**src/hw/rtl/compare_match_timer_registers_defines.svh**
```systemverilog
// ---------------------------------------------------------------------------
// Compare-match timer assertion macros
// Concurrent assertion helpers, empty when SYNTH is defined.
// ---------------------------------------------------------------------------
`ifndef COMPARE_MATCH_TIMER_REGISTERS_DEFINES_SVH
`define COMPARE_MATCH_TIMER_REGISTERS_DEFINES_SVH

`ifndef SYNTH
// Same-cycle implication: when ante holds, cons holds at that edge.
`define CMTR_ASSERT_IMP(label, clk, rst, ante, cons, msg) \
   label: assert property (@(posedge clk) disable iff (rst) (ante) |-> (cons)) \
      else $error(msg);
// Next-cycle implication: when ante holds, cons holds at the next edge.
`define CMTR_ASSERT_NXT(label, clk, rst, ante, cons, msg) \
   label: assert property (@(posedge clk) disable iff (rst) (ante) |=> (cons)) \
      else $error(msg);
`else
`define CMTR_ASSERT_IMP(label, clk, rst, ante, cons, msg)
`define CMTR_ASSERT_NXT(label, clk, rst, ante, cons, msg)
`endif

`endif

```
**src/hw/rtl/cmtr_pkg.sv**
```systemverilog
// ---------------------------------------------------------------------------
// Compare-match timer package
// Action codes, register offsets and the word types shared by the timer.
// ---------------------------------------------------------------------------
package cmtr_pkg;

   typedef enum logic [1:0] {
      ACT_READ  = 2'd0,
      ACT_WRITE = 2'd1,
      ACT_TICK  = 2'd2,
      ACT_CLEAR = 2'd3
   } action_type;

   localparam logic [11:0] OFF_CONTROL  = 12'h000;
   localparam logic [11:0] OFF_COUNT_LO = 12'h004;
   localparam logic [11:0] OFF_COUNT_HI = 12'h008;
   localparam logic [11:0] OFF_MATCH_LO = 12'h00C;
   localparam logic [11:0] OFF_MATCH_HI = 12'h010;
   localparam logic [11:0] OFF_STATUS   = 12'h014;
   localparam logic [11:0] OFF_IRQ_CLR  = 12'h018;

   // Bit 0 of the control word enables counting.
   localparam int unsigned CTRL_ENABLE_BIT = 0;

   typedef struct packed {
      action_type  action;
      logic [11:0] offset;
      logic [31:0] write_data;
   } item_type;

   typedef struct packed {
      logic [31:0] read_data;
      logic        access_status;
      logic        pending_out;
      logic        irq_line;
   } result_type;

endpackage

```
**src/hw/rtl/cmtr_regs.sv**
```systemverilog
// ---------------------------------------------------------------------------
// Compare-match timer register file
// Holds the timer state, decodes one word per cycle when fire is set and forms its result.
// ---------------------------------------------------------------------------
module cmtr_regs
   import cmtr_pkg::*;
(
   input  logic       clock,
   input  logic       reset,
   input  logic       fire,
   input  item_type   item,
   output result_type result
);

   logic [31:0] control_ff, control_in;
   logic [63:0] count_ff,   count_in;
   logic [63:0] match_ff,   match_in;
   logic        pending_ff, pending_in;
   logic        line_ff,    line_in;
   logic [63:0] count_inc;
   logic        wr_access;
   logic [31:0] read_data;
   logic        access_status;

   assign count_inc = count_ff + 64'd1;
   assign wr_access = (item.action == ACT_WRITE);

   always_comb begin
      control_in    = control_ff;
      count_in      = count_ff;
      match_in      = match_ff;
      pending_in    = pending_ff;
      line_in       = line_ff;
      read_data     = '0;
      access_status = 1'b0;
      case (item.action)
         ACT_READ, ACT_WRITE: begin
            case (item.offset)
               OFF_CONTROL: begin
                  if (wr_access) control_in = item.write_data;
                  else           read_data  = control_ff;
               end
               OFF_COUNT_LO: begin
                  if (wr_access) count_in  = {count_ff[63:32], item.write_data};
                  else           read_data = count_ff[31:0];
               end
               OFF_COUNT_HI: begin
                  if (wr_access) count_in  = {item.write_data, count_ff[31:0]};
                  else           read_data = count_ff[63:32];
               end
               OFF_MATCH_LO: begin
                  if (wr_access) match_in  = {match_ff[63:32], item.write_data};
                  else           read_data = match_ff[31:0];
               end
               OFF_MATCH_HI: begin
                  if (wr_access) match_in  = {item.write_data, match_ff[31:0]};
                  else           read_data = match_ff[63:32];
               end
               OFF_STATUS: begin
                  if (!wr_access) read_data = {31'd0, pending_ff};
               end
               OFF_IRQ_CLR: begin
                  // drop the flag only; the line keeps its level
                  if (wr_access && item.write_data[0]) pending_in = 1'b0;
               end
               default: begin
                  access_status = 1'b1;
               end
            endcase
         end
         ACT_TICK: begin
            if (control_ff[CTRL_ENABLE_BIT]) begin
               count_in = count_inc;
               if (count_inc >= match_ff) begin
                  pending_in = 1'b1;
                  line_in    = 1'b1;
               end
            end
         end
         ACT_CLEAR: begin
            pending_in = 1'b0;
            line_in    = 1'b0;
         end
         default: begin
            pending_in = pending_ff;
         end
      endcase
   end

   always_ff @(posedge clock) begin
      if (reset) begin
         control_ff <= '0;
         count_ff   <= '0;
         match_ff   <= '0;
         pending_ff <= 1'b0;
         line_ff    <= 1'b0;
      end else if (fire) begin
         control_ff <= control_in;
         count_ff   <= count_in;
         match_ff   <= match_in;
         pending_ff <= pending_in;
         line_ff    <= line_in;
      end
   end

   assign result.read_data     = read_data;
   assign result.access_status = access_status;
   assign result.pending_out   = pending_in;
   assign result.irq_line      = line_in;

endmodule

```
**src/hw/rtl/compare_match_timer_registers.sv**
```systemverilog
// ---------------------------------------------------------------------------
// Compare-match timer with bus register window
// A 64-bit counter, 64-bit compare value, control word, pending flag and
// interrupt line, reached through read, write, tick and clear-event words.
// ---------------------------------------------------------------------------
// Each request word is one of a bus read, a bus write, a timer tick or an
// interrupt clear event, and yields exactly one response word carrying the
// read data, an ignored-offset status bit, and the pending flag and interrupt
// line level after the word. Register map (byte offsets): 0x00 control,
// 0x04/0x08 counter low/high, 0x0C/0x10 compare low/high, 0x14 status (bit 0
// pending, read only), 0x18 interrupt clear (write 1 to bit 0, write only).
// Any other offset, unaligned ones included, is ignored and reported with
// access_status set. A tick with control bit 0 set advances the counter
// (wrapping at 2^64) and, when the new count is at or above the compare
// value, sets both the pending flag and the line; the clear event drops both,
// the clear register drops only the flag.
// Timing: one word per cycle sustained while responses are taken; a request
// passes from the request register into the response register, where the
// response is offered. The request register feeds the decode, the 64-bit
// increment and the compare combinationally; the result lands in the
// response register. A new request is taken while a response waits,
// provided the request register can move on or is empty.
module compare_match_timer_registers
   import cmtr_pkg::*;
(
   input  logic        clock,
   input  logic        reset,
   input  logic        req_valid,
   output logic        req_ready,
   input  logic [1:0]  req_action,
   input  logic [11:0] req_offset,
   input  logic [31:0] req_write_data,
   output logic        rsp_valid,
   input  logic        rsp_ready,
   output logic [31:0] rsp_read_data,
   output logic        rsp_access_status,
   output logic        rsp_pending_out,
   output logic        rsp_irq_line
);

`include "compare_match_timer_registers_defines.svh"

   // request register stage
   logic       in_valid_ff, in_valid_in;
   item_type   in_item_ff;

   // response register stage
   logic       rsp_valid_ff, rsp_valid_in;
   result_type rsp_result_ff;

   result_type result;
   logic       out_free;
   logic       fire;
   logic       req_accept;

   // The response slot is free when empty or being drained this cycle.
   assign out_free   = !rsp_valid_ff || rsp_ready;
   // Advance the held request into the response register.
   assign fire       = in_valid_ff && out_free;
   assign req_ready  = !in_valid_ff || out_free;
   assign req_accept = req_valid && req_ready;

   always_comb begin
      in_valid_in = in_valid_ff;
      if (req_accept)  in_valid_in = 1'b1;
      else if (fire)   in_valid_in = 1'b0;
   end

   always_comb begin
      rsp_valid_in = rsp_valid_ff;
      if (fire)           rsp_valid_in = 1'b1;
      else if (rsp_ready) rsp_valid_in = 1'b0;
   end

   always_ff @(posedge clock) begin
      if (reset) begin
         in_valid_ff  <= 1'b0;
         rsp_valid_ff <= 1'b0;
      end else begin
         in_valid_ff  <= in_valid_in;
         rsp_valid_ff <= rsp_valid_in;
      end
   end

   // Capture payloads; no reset needed.
   always_ff @(posedge clock) begin
      if (req_accept) begin
         in_item_ff.action     <= action_type'(req_action);
         in_item_ff.offset     <= req_offset;
         in_item_ff.write_data <= req_write_data;
      end
      if (fire) begin
         rsp_result_ff <= result;
      end
   end

   // Timer state, decode and result forming.
   cmtr_regs u_regs (
      .clock  (clock),
      .reset  (reset),
      .fire   (fire),
      .item   (in_item_ff),
      .result (result)
   );

   assign rsp_valid         = rsp_valid_ff;
   assign rsp_read_data     = rsp_result_ff.read_data;
   assign rsp_access_status = rsp_result_ff.access_status;
   assign rsp_pending_out   = rsp_result_ff.pending_out;
   assign rsp_irq_line      = rsp_result_ff.irq_line;

   // The flag is only ever set together with the line, and the line only
   // falls together with the flag.
   `CMTR_ASSERT_IMP(a_pending_implies_line, clock, reset, rsp_valid && rsp_pending_out,
                    rsp_irq_line, "pending flag set while interrupt line low")
   // An ignored access returns no data.
   `CMTR_ASSERT_IMP(a_ignored_reads_zero, clock, reset, rsp_valid && rsp_access_status,
                    rsp_read_data == 32'd0, "ignored access returned non-zero data")
   // A held request is never dropped while the response side stalls.
   `CMTR_ASSERT_NXT(a_request_held, clock, reset, in_valid_ff && !out_free, in_valid_ff,
                    "request lost while response stalled")
   // Every advanced word shows up as a response.
   `CMTR_ASSERT_NXT(a_fire_gives_rsp, clock, reset, fire, rsp_valid,
                    "advanced word produced no response")

endmodule
```
**config.mk**
```make
export PLATFORM = sky130hd
export DESIGN_NAME = compare_match_timer_registers
export DESIGN_NICKNAME = d
export VERILOG_FILES = /design/src/hw/rtl/cmtr_pkg.sv /design/src/hw/rtl/cmtr_regs.sv /design/src/hw/rtl/compare_match_timer_registers.sv
export VERILOG_INCLUDE_DIRS = /design/src /design/src/hw/rtl
export SDC_FILE = /design/constraint.sdc
export NUM_CORES = 1
export LEC_CHECK = 0
export ABC_AREA = 1
export BUFFER_PORTS_ARGS = -buffer_cell sky130_fd_sc_hd__buf_2
export CAP_MARGIN = 10
export CORE_UTILIZATION = 50
export CTS_BUF_LIST = sky130_fd_sc_hd__clkbuf_4 sky130_fd_sc_hd__clkbuf_8
export DETAILED_ROUTE_END_ITERATION = 10
export PLACE_DENSITY_LB_ADDON = 0.1
export SYNTH_ARGS = -nofsm -noshare
export SYNTH_HDL_FRONTEND = slang
export SYNTH_HIERARCHICAL = 1
export SYNTH_SLANG_ARGS = --single-unit
```
**constraint.sdc**
```tcl
create_clock -name clock -period 5.2 [get_ports clock]
set_clock_uncertainty 0.2 [all_clocks]
set_input_delay 0.78 -clock clock [delete_from_list [all_inputs] [get_ports clock]]
set_output_delay 0.78 -clock clock [all_outputs]
set_load 0.005 [all_outputs]
```
==> After elaboration in Yosys (flattened, before gate mapping) <==
Cells that the tools add are included.
{ "classes": {"n_reduce_logical": 19, "n_addsub": 1, "mux": 26, "order_cmp": 1, "bitwise_logic": 2, "n_eq_ne": 15} }
{ "ops": {"columns": ["cell", "count"], "rows": [
  ["$pmux 64 s2", 3],
  ["$mux 32", 6],
  ["$pmux 32 s6", 1],
  ["$mux 64", 2],
  ["$add 64x1->64 const B", 1],
  ["$ge 64x64->1", 1],
  ["$eq 12x5->1 const B", 3],
  ["$eq 12x4->1 const B", 2],
  ["$eq 12x3->1 const B", 1],
  ["$logic_not 12->1", 1],
  ["$mux 1", 12],
  ["$reduce_and 6->1", 2],
  ["$reduce_and 5->1", 2],
  ["$ne 2x2->1 const B", 4],
  ["$reduce_or 7->1", 1],
  ["$reduce_bool 2->1", 3],
  ["$eq 2x2->1 const B", 2],
  ["$ne 2x1->1 const B", 2],
  ["$reduce_and 4->1", 1],
  ["$logic_and 1x1->1", 3],
  ["$pmux 1 s3", 1],
  ["$eq 2x1->1 const B", 1],
  ["$logic_not 1->1", 2],
  ["$logic_not 2->1", 1],
  ["4 further kinds", 6]
]} }
{ "totals": {"out_inout_bits": 37, "regBits": 245, "input_bits": 50} }

==> Depth between registers and ports, before layout <==
Gate-level depths: netlist of run 1.
{ "depth": {"ltp_word": 5, "ltp_mapped": 25, "ltp_nobuf": 25} }

==> By module <==
Netlist of run 1, hierarchy kept.
{ "by_module_without_submodules": {"columns": ["module", "area_per_inst_um2", "seq_area_each_um2", "instances", "cells_each"], "rows": [
  ["cmtr_regs", 11486.0, 3243.1, 1, 1734],
  ["compare_match_timer_registers", 2523.7, 2472.4, 1, 93]
]} }

==> Least setup slack after synthesis of run 1 <==
Ideal clock, no wire load.
{ "synth_timing": {"kind": "input-to-reg", "from": "input rsp_ready", "to": "register u_regs.match_ff[56]", "arrival_ns": 3.941, "slack_ns": 0.930, "setup_time_ns": 0.128, "path_stages": 8, "required_ns": 4.872, "path_cell_list": "inv_1 > a21oi_1 > nand2_1 > inv_1 > nand3_1 > clkbuf_1 > o21ai_0 > a21oi_1"} }
{ "synth_between": {"elab_chain_cells": 3} }
{ "synth_lines": {"columns": ["element", "line", "text"], "rows": [
  ["from (decl)", "compare_match_timer_registers.sv:34", "input logic rsp_ready,"],
  ["$logic_or 1x1->1", "compare_match_timer_registers.sv:57", "assign out_free = !rsp_valid_ff || rsp_ready;"],
  ["$logic_and 1x1->1", "compare_match_timer_registers.sv:59", "assign fire = in_valid_ff && out_free;"],
  ["named net fire", "compare_match_timer_registers.sv:53", "logic fire;"],
  ["$reduce_and 5->1 (no source line)", null, null],
  ["to (signal assigned)", "cmtr_regs.sv:100", "match_ff <= match_in;"],
  ["to (decl)", "cmtr_regs.sv:17", "logic [63:0] match_ff, match_in;"]
]} }
The timed path passes the listed nets, and every way through them passes these cells.
A chain may end at the register's enable or synchronous reset.

==> Final worst setup path of run 1 <==
{ "layout_timing": {"from": "register u_regs.count_ff[0]", "to": "register u_regs.pending_ff"} }
{ "layout_between": {"elab_chain_cells": 5} }
{ "layout_lines": {"columns": ["element", "line", "text"], "rows": [
  ["from (decl)", "cmtr_regs.sv:16", "logic [63:0] count_ff, count_in;"],
  ["from (signal assigned)", "cmtr_regs.sv:99", "count_ff <= count_in;"],
  ["$add 64x1->64", "cmtr_regs.sv:25", "assign count_inc = count_ff + 64'd1;"],
  ["$ge 64x64->1", "cmtr_regs.sv:74", "if (count_inc >= match_ff) begin"],
  ["$mux 1", "cmtr_regs.sv:74", null],
  ["$mux 1", "cmtr_regs.sv:72", "if (control_ff[CTRL_ENABLE_BIT]) begin"],
  ["$pmux 1 s3", "cmtr_regs.sv:36", "case (item.action)"],
  ["to (signal assigned)", "cmtr_regs.sv:101", "pending_ff <= pending_in;"],
  ["to (decl)", "cmtr_regs.sv:18", "logic pending_ff, pending_in;"]
]} }
No other way between the ends.

==> flow_summary.json, run 1 <==
{
  "outcome": "finished clean",
  "first_iter_violations": 1336,
  "yosysWarnings": 6,
  "synth_top_cell_by_area": "dfxtp_1",
  "synthArstFlopShare": 0,
  "clkTransAtPathRegs_ns": 0.06,
  "synth_common_cells": "274 x nand2_1, 243 x inv_1, 186 x a21oi_1, 164 x dfxtp_1, 163 x nor2_1",
  "hold_path.class": "in2reg",
  "grt_pass1_vias": 12410,
  "groute.usage.overall": 0.3263,
  "cts_resized": 0,
  "grt_max_degree": 68,
  "synth_cell_types": 46,
  "synth_top_area_frac": 0.2343,
  "synth_most_common_cell": "nand2_1",
  "finalCritPeriodShare": 0.7815,
  "io_buffers": 86,
  "fin_util": 0.5720,
  "dp_slack_ns": 1.232,
  "irDropWorstVdd_mv": 0.2368,
  "placed_area_um2": 14650,
  "cpLargestDelayFamily": "simple AND/OR/NAND/NOR gates",
  "report.final.slew_viol_count": 0,
  "end_kind": "flip-flop",
  "die-area_um2": 28690,
  "crit_path_max_fanout": 8,
  "worstSkewPairLatency_ns": 0.55,
  "cts_root_buffer": "clkbuf_8",
  "cts_buffers": 43,
  "slowest_delay_ns": 0.50,
  "p_leak_nw": 6.108,
  "ys_seq_elements": 245,
  "grt_pass1_wl_mm": 71.50,
  "die_w_um": 169.4,
  "hold_buffers": 0,
  "post_layout_nonfiller_instances": 2288,
  "initial_utilization": 0.5141,
  "synth_area_leaders": "dfxtp_1 23%, edfxtp_1 17%, nand2_1 7.3%, a21oi_1 6.6%, inv_1 6.5%",
  "crit_type": "reg2reg",
  "post-dp-hpwl_mm": 32.65,
  "min_period_ns": 4.064,
  "cp_common_cell": "nand2_1",
  "startpoint_type": "flip-flop",
  "fillers": 2625,
  "vias": 13110,
  "core_area_um2": 27250,
  "rsz0062_at_grt": "no",
  "synthesis.nets": 1946,
  "finalHoldViolCount": 0,
  "powerDensity_nw_per_um2": 283.8,
  "clock_sinks": 245,
  "synth_flop_cell": "dfxtp_1",
  "hold_slack_ns": 0.2073,
  "fin_tns_setup_ns": 0,
  "slowest_stage": "dfxtp_1",
  "die_h_um": 169.4,
  "gp_congestion": 1.026,
  "path_cells": "ha_1, nand2_1, inv_1, nand2_1, nor2_1, nand2_1, nor2_2, nand2_1, nor2_1, nand2_1, and2_1, ha_1, nand2_1, nor2_1, nand2_1, nor2_1, nand2_1, nor2_1, nand2_1, nand2_1, nand2_1, nand3_1, nand2_1, inv_1",
  "tightest_slew_ns": 1.158,
  "cts_tree": "built",
  "gr-total-overflow": 0,
  "syn_area_per_cell_um2": 7.668,
  "drc": 0,
  "synth_seq_area_share": 0.4080,
  "max_freq_mhz": 246.1,
  "cts_setup_buffers": 0,
  "nets": 2002,
  "p_total_mw": 4.423,
  "setup_viol": 0,
  "layout-drive-gt1-share": 0.1404,
  "via_per_inst": 5.728,
  "io_pins": 87,
  "fin_ws_ns": 1.136,
  "crit_required_ns": 5.49,
  "clk_path_buf_depth": 3,
  "antenna_left": 0,
  "max_slew_margin": 0.2279,
  "syn2layout_area_growth_pct": 11.27,
  "antenna_cells": 0,
  "dp.cells": 2210,
  "synthCells": 1827,
  "htreeDepth": 2,
  "drtPass1Iterations": 5,
  "wirelength_mm": 46.80,
  "cap_violations": 0,
  "grt_antenna_before_repair": 0,
  "critPathBufInv": 2,
  "arrival_ns": 4.35,
  "finalInstanceArea_um2": 15590,
  "synth_enable_flop_cells": 81,
  "netlist_area_um2": 14010,
  "rows": 60,
  "avgRoutedWirePerCell_um": 20.45
}
## worst paths after layout
kind,cells past startpoint,slack [ns],start,end
max reg2reg,24,1.14,u_regs/count_ff[0],u_regs/pending_ff
max,24,1.14,u_regs/count_ff[0],u_regs/pending_ff
min reg2reg,2,0.25,u_regs/control_ff[24],u_regs/control_ff[24]
min,1,0.21,req_write_data[30],in_item_ff[30]
## kinds of logic after synthesis
family / Yosys count / share of synthesized area
AND/OR/NAND/NOR: 614 / 0.2008
AO/OA/AOI/OAI: 498 / 0.1984
buffers and inverters: 355 / 0.1003
flip-flops: 245 / 0.4080
adder cells (fa/ha/maj): 69 / 0.06162
XOR/XNOR: 46 / 0.03090
## final cells by class
type,count,area (um^2),share of cell area
Multi-Input combinational cell,1227,6913,0.4435
Sequential cell,245,5715,0.3666
Inverter,265,996.0,0.06389
Clock buffer,69,830.8,0.05329
Timing Repair Buffer,101,555.5,0.03564
Tap cell,372,465.4,0.02986
Clock inverter,9,112.6,0.007224
## routing by layer
metal / vias to the layer above / wire length [um] / GRT usage
met5: - / 0 / 0
li1: 6276 / - / -
met4: 0 / 1164 / 0.09322
met1: 6141 / 21060 / 0.4582
met3: 91 / 3501 / 0.03731
met2: 597 / 21070 / 0.5285
## cell usage in the layout, fill, tap and decap left out, types with 23 or more instances in the layout
master,netlist,final
xor2_1,42,42
a31oi_1,59,59
clkbuf_8,0,50
o21ai_0,142,142
inv_1,243,241
buf_2,25,86
edfxtp_1,81,81
nand4_1,28,28
o22ai_1,47,47
nand3_1,59,58
a211oi_1,37,37
a21oi_1,186,185
inv_2,21,23
nor2_1,163,163
ha_1,69,68
dfxtp_1,164,164
nand2_1,274,272
## worst register-to-register path, delay by kind of cell (launching register included)
kind / cells / cell delay (ns)
simple gates: 20 / 2.62
fa+ha+maj: 2 / 0.57
flops: 1 / 0.50
buf+inv: 2 / 0.13
## sequential cells by signal (all words and copies together) (netlist names), 32 cells and up
| name | cells |
|---|---|
| u_regs/match_ff | 64 |
| in_item_ff | 46 |
| rsp_read_data | 32 |
| u_regs/count_ff | 64 |
| u_regs/control_ff | 32 |
## where the power goes
| group | total (mW) | internal [mW] | switching [mW] |
|---|---|---|---|
| clock network | 1.96 | 1.16 | 0.802 |
| logic | 0.367 | 0.120 | 0.247 |
| registers | 2.10 | 2.04 | 0.0635 |
| total | 4.42 | 3.31 | 1.11 |
Power figures use the tool's default switching activity.
==> inputs of run 2 (changes only) <==
ABC_AREA = 0   (was 1)
clock period = 3.8 ns   (was 5.2 ns; I/O delays follow)
==> flow_summary.json, run 2 <==
{
  "p_total_mw": 5.646,
  "tightest_slew_ns": 1.105,
  "io_buffers": 86,
  "synth_seq_area_share": 0.4303,
  "clkTransAtPathRegs_ns": 0.07,
  "reg2reg_slack_ns": 0.06,
  "first_iter_violations": 1487,
  "synth_xor_area_frac": 0.04088,
  "max_freq_mhz": 267.7,
  "synth_most_common_cell": "nand2_1",
  "synth_top_family_by_area": "compound AO/OA/AOI/OAI gates",
  "nets": 1850,
  "irDropWorstVdd_mv": 0.2833,
  "ys_seq_elements": 245,
  "vias": 12670,
  "core_area_um2": 26060,
  "finalCritPeriodShare": 0.9829,
  "drtPass1Iterations": 6,
  "powerDensity_nw_per_um2": 350.0,
  "p_leak_nw": 5.980,
  "rows": 59,
  "avgRoutedWirePerCell_um": 20.57,
  "biggestRegsByFlops": "u_regs/count_ff (64), u_regs/match_ff (64), in_item_ff (46)",
  "fin_ws_ns": 0.06489,
  "hold_slack_ns": 0.06171,
  "final_cell_mix": "261 x nand2_1, 187 x a21oi_1, 161 x dfxtp_1",
  "synth_area_leaders": "dfxtp_1 25%, edfxtp_1 18%, nand2_1 7.5%, a21oi_1 7.0%, ha_1 6.5%",
  "cts_tree": "built",
  "die_h_um": 165.0,
  "gp_congestion": 0.9560,
  "worstSkewPairLatency_ns": 0.57,
  "yosys.area_share.simple": 0.1985,
  "clk_path_buf_depth": 3,
  "outcome": "finished clean",
  "die-area_um2": 27220,
  "slowest_stage": "or3_4",
  "crit_type": "reg2reg",
  "muxShareOfSynthArea": 0.003014,
  "hold_path.class": "in2reg",
  "synth_top_area_frac": 0.2472,
  "gr-total-overflow": 0,
  "layout_commonest_cell": "nand2_1",
  "finalHoldViolCount": 0,
  "die_w_um": 165.0,
  "syn_area_per_cell_um2": 8.648,
  "cp-endpoint": "rsp_irq_line",
  "synth_top_cell_by_area": "dfxtp_1",
  "synthesis.nets": 1655,
  "io_pins": 87,
  "fin_util": 0.6191,
  "worst-path-stages": 14,
  "drc": 0,
  "synth_enable_flop_cells": 81,
  "regToRegStartpoint": "u_regs/count_ff[1]",
  "min_period_ns": 3.735,
  "htreeDepth": 2,
  "grt_antenna_before_repair": 0,
  "initial_utilization": 0.5098,
  "cpLargestDelayFamily": "simple AND/OR/NAND/NOR gates",
  "synth_common_cells": "264 x nand2_1, 187 x a21oi_1, 164 x dfxtp_1, 87 x inv_1, 85 x clkbuf_1",
  "synthCells": 1536,
  "groute.usage.overall": 0.3184,
  "placed_area_um2": 14640,
  "hp-start": "req_valid",
  "fin_tns_setup_ns": 0,
  "syn2layout_area_growth_pct": 21.44,
  "arrival_ns": 3.84,
  "synthArstFlopShare": 0,
  "crit_path_max_fanout": 6,
  "wirelength_mm": 43.19,
  "slowest_delay_ns": 0.47,
  "clock_sinks": 245,
  "via_per_inst": 6.035,
  "layout-drive-gt1-share": 0.1967,
  "end_kind": "flip-flop",
  "report.final.slew_viol_count": 0,
  "post_layout_nonfiller_instances": 2099,
  "synth_cell_types": 82,
  "path_cells": "ha_2, and4_1, nand4_1, or3_4, nor2_2, xor2_2, ha_1, nand2_1, o21a_1, o22ai_1, o21ba_2, a31oi_1, o211a_4, o22ai_1",
  "yosysWarnings": 6,
  "dp.cells": 1968,
  "dp_slack_ns": -0.01942,
  "regToRegEndpoint": "rsp_irq_line",
  "cts_root_buffer": "clkbuf_8",
  "grt_max_degree": 59,
  "synthAdderAreaFrac": 0.06499,
  "netlist_area_um2": 13280,
  "grt_pass1_wl_mm": 66.85,
  "cts_buffers": 42,
  "fillers": 2263,
  "antenna_left": 0,
  "max_slew_margin": 0.2606,
  "r2r_cells": 14,
  "cp_common_cell": "o22ai_1",
  "antenna_cells": 0,
  "crit_path_start": "u_regs/count_ff[1]",
  "startpoint_type": "flip-flop",
  "synth_compound_area_frac": 0.1998,
  "finalInstanceArea_um2": 16130,
  "synth_flop_cell": "dfxtp_1",
  "crit_required_ns": 3.90,
  "setup_viol": 0,
  "cap_violations": 0,
  "post-dp-hpwl_mm": 29.10,
  "critPathBufInv": 0,
  "grt_pass1_vias": 12160
}
run 2: cell count changes in the layout (fill, tap and decap cells not counted), sizes merged, moves of 30 or more:
| cell | before | now |
|---|---|---|
| a211oi | 37 | 7 |
| a222oi | 0 | 32 |
| o21ai | 150 | 44 |
| a31oi | 59 | 9 |
| o22ai | 47 | 9 |
| xnor2 | 0 | 42 |
| nor2 | 187 | 79 |
| buf | 101 | 222 |
| inv | 264 | 87 |
| a22oi | 0 | 39 |
| dlygate4sd3 | 0 | 46 |
run 2: how the worst min path moves through the flow:
stage                                        to  slack [ns]  cells after the start
after floorplan           u_regs/control_ff[10]        0.24                      2
after global placement    u_regs/control_ff[10]        0.24                      2
after detailed placement  u_regs/control_ff[21]        0.25                      2
after CTS                           in_valid_ff        0.04                      3
after global routing                in_valid_ff        0.06                      3
final                               in_valid_ff        0.06                      3
run 2: logic make-up after synthesis:
| logic type | Yosys count |
|---|---|
| compound gates | 410 |
| xor+xnor | 62 |
| fa+ha+maj | 69 |
| buf+inv | 205 |
| flops | 245 |
| mux | 4 |
| simple gates | 541 |
run 2: what timing repair did:
action / in CTS / in global routing
setup endpoints to repair: 4 / 4
buffers inserted: 1 / 6
pin swaps: 2 / 11
hold endpoints to repair: 46 / 0
gates cloned: 0 / 0
hold buffers: 46 / 0
resized for setup: 3 / 33
run 2: tightest hold or removal path, stage by stage:
cell and delay, ns:
buf_2 0.10, inv_1 0.05, a21oi_2 0.04
run 2: layout make-up:
type | instances | area [um^2] | area share
multi-input combinational | 1086 | 6903 | 0.4279
sequential | 245 | 5722 | 0.3547
timing repair buffer | 268 | 1926 | 0.1194
clock buffer | 64 | 774.5 | 0.04801
tap | 335 | 419.2 | 0.02598
inverter | 88 | 330.3 | 0.02048
clock inverter | 13 | 57.56 | 0.003568
run 2: routing by layer:
metal | track usage | up-vias | share of wire
li1 | - | 5956 | -
met1 | 0.4298 | 6061 | 0.43
met2 | 0.5192 | 564 | 0.47
met3 | 0.04696 | 86 | 0.077
met4 | 0.1055 | 0 | 0.025
met5 | 0 | - | 0
run 2: power breakdown:
group / total [mW] / internal [mW] / leakage [nW] / switching [mW]
Clock: 2.40 / 1.30 / 0.444 / 1.10
Sequential: 2.83 / 2.77 / 2.12 / 0.0605
Combinational: 0.423 / 0.179 / 3.41 / 0.243
==> inputs of run 3 (changes only) <==
--- a/config.mk
+++ b/config.mk
@@ -13,4 +13,5 @@
 export CTS_BUF_LIST = sky130_fd_sc_hd__clkbuf_4 sky130_fd_sc_hd__clkbuf_8
 export DETAILED_ROUTE_END_ITERATION = 10
+export MAX_ROUTING_LAYER = met4
 export PLACE_DENSITY_LB_ADDON = 0.1
 export SYNTH_ARGS = -nofsm -noshare
==> constraint.sdc (replaced) <==
create_clock -name clock -period 3.8 [get_ports clock]
set_clock_uncertainty 0.2 [all_clocks]
set_input_delay 0.19 -clock clock [delete_from_list [all_inputs] [get_ports clock]]
set_output_delay 0.19 -clock clock [all_outputs]
set_load 0.005 [all_outputs]
==> flow_summary.json, run 3 (synthesis gave the netlist of run 2 again) <==
{
  "combPwrFrac": 0.076,
  "avgRoutedWirePerCell_um": 20.45,
  "crit_path_max_fanout": 7,
  "syn2layout_area_growth_pct": 23.05,
  "max_slew_margin": 0.2964,
  "p_seq_frac": 0.493,
  "rows": 59,
  "core_area_um2": 26060,
  "powerDensity_nw_per_um2": 350.6,
  "crit_type": "reg2reg",
  "first_iter_violations": 1392,
  "initial_utilization": 0.5098,
  "final_cell_mix": "263 x nand2_1, 186 x a21oi_1, 159 x dfxtp_1",
  "layout-drive-gt1-share": 0.2065,
  "post_layout_nonfiller_instances": 2117,
  "die-area_um2": 27220,
  "nets": 1868,
  "irDropWorstVdd_mv": 0.3015,
  "max_freq_mhz": 269.3,
  "fillers": 2287,
  "worstSkewPairLatency_ns": 0.54,
  "finalInstanceArea_um2": 16350,
  "die_h_um": 165.0,
  "clock_sinks": 245,
  "cap_violations": 0,
  "outcome": "finished clean",
  "multi_input_area_um2": 6935,
  "drtPass1Iterations": 9,
  "power.switching_mw": 1.413,
  "tightest_slew_ns": 1.052,
  "wirelength_mm": 43.30,
  "hp-start": "req_write_data[20]",
  "cts_root_buffer": "clkbuf_8",
  "worstHoldPathCells": 2,
  "gp_congestion": 0.9653,
  "cell_internal_pwr_mw": 4.318,
  "grt_max_degree": 54,
  "hold_path.class": "in2reg",
  "regToRegStartpoint": "u_regs/count_ff[4]",
  "min_to": "in_item_ff[20]",
  "cts_buffers": 43,
  "drc": 0,
  "antenna_left": 0,
  "rsz0062_at_grt": "yes",
  "startpoint_type": "flip-flop",
  "vias": 12660,
  "clk_path_buf_depth": 3,
  "p_clk_frac": 0.432,
  "cp_common_cell": "buf_4",
  "antenna_cells": 0,
  "min_period_ns": 3.713,
  "clkTransAtPathRegs_ns": 0.06,
  "io_pins": 87,
  "setup_viol": 0,
  "groute.usage.overall": 0.3269,
  "arrival_ns": 3.89,
  "path_cells": "and3_4, nand3_4, buf_4, nor3_2, buf_4, buf_4, buf_8, nand4_1, xnor2_1, ha_1, nand4_1, nor4_4, a211oi_2, o21ai_2, a21oi_2, o211a_4, o2bb2ai_2",
  "crit_required_ns": 3.98,
  "end_kind": "flip-flop",
  "cts_tree": "built",
  "r2r_cells": 17,
  "htreeDepth": 2,
  "die_w_um": 165.0,
  "io_buffers": 86,
  "report.final.slew_viol_count": 0,
  "dp.cells": 1972,
  "grt_pass1_vias": 11970,
  "grt_antenna_before_repair": 0,
  "finalHoldViolCount": 0,
  "p_leak_nw": 6.099,
  "via_per_inst": 5.982,
  "regToRegEndpoint": "rsp_pending_out",
  "register_area_um2": 5722,
  "biggestRegsByFlops": "u_regs/count_ff (64), u_regs/match_ff (64), in_item_ff (46)",
  "post-dp-hpwl_mm": 28.98,
  "grt_pass1_wl_mm": 66.59,
  "placed_area_um2": 14670,
  "gr-total-overflow": 0,
  "layout_commonest_cell": "nand2_1",
  "slowest_stage": "nor4_4",
  "switching_share": 0.2466,
  "slowest_delay_ns": 0.44,
  "finalCritPeriodShare": 0.9771,
  "fin_tns_setup_ns": 0,
  "reg2reg_slack_ns": 0.09
}
==> run 3: worst max-delay path, delay by kind of cell (launching register included) <==
family / cells / cell delay, ns
and+or+nand+nor: 6 / 1.28
DFF: 1 / 0.35
adders and majority gates: 1 / 0.29
xor gates and xnor gates: 1 / 0.16
buffers and inverters: 4 / 0.60
AOI/OAI and AO/OA: 5 / 0.65
==> run 3: layout make-up <==
type / instances / share of cell area
multi-input cells: 1086 / 0.4243
flip-flops and latches: 245 / 0.3500
repair buffers: 285 / 0.1266
clock buffers: 62 / 0.04685
well taps: 335 / 0.02564
inverters: 88 / 0.02021
clock inverters: 16 / 0.006353
==> run 3: metrics by stage <==
stage          total power, mW  worst slack (ns)  hold slack, ns    util
2_1_floorplan            3.065            0.1995         0.05244       -
3_3_place_gp             3.236           -0.1065          0.1660  0.5629
3_5_place_dp             3.238           -0.1897          0.1681  0.5629
4_1_cts                  5.741          0.002603          0.1370  0.6167
5_1_grt                  5.936          -0.05729          0.1389  0.6273
6_report                 5.732           0.08715          0.1559  0.6273
==> run 3: how the worst max path moves through the flow <==
| stage | start | end | slack [ns] | cells after the start |
|---|---|---|---|---|
| floorplan | u_regs/count_ff[5] | rsp_irq_line | 0.20 | 17 |
| CTS | u_regs/count_ff[8] | rsp_pending_out | 0.003 | 15 |
| global route | u_regs/count_ff[4] | rsp_pending_out | -0.06 | 17 |
| finish | u_regs/count_ff[4] | rsp_pending_out | 0.09 | 17 |
| global placement | u_regs/count_ff[8] | rsp_pending_out | -0.11 | 15 |
| detailed placement | u_regs/count_ff[8] | rsp_pending_out | -0.19 | 15 |
==> run 3: timing repair <==
item                                    CTS  global route
setup buffers                             0            16
endpoints found under the setup margin    4             4
hold buffers                             51             0
gates resized for setup                   6            42
cloned                                    0             0
pin swaps                                 0            14
hold endpoints to repair                 88             0
==> run 3: power by group through the flow <==
stage	Clock, mW	Sequential (mW)	Combinational [mW]
global route	2.64	2.83	0.468
global placement	0	2.88	0.359
detailed placement	0	2.88	0.360
floorplan	0	2.86	0.206
finish	2.47	2.82	0.434
CTS	2.51	2.82	0.403
==> run 3: routing by layer <==
layer,wire length (um),vias up,GRT usage
met5,0,-,-
met4,1151,0,0.08882
met3,3228,87,0.04194
met2,19840,571,0.5135
met1,19080,6010,0.4412
li1,-,5996,-
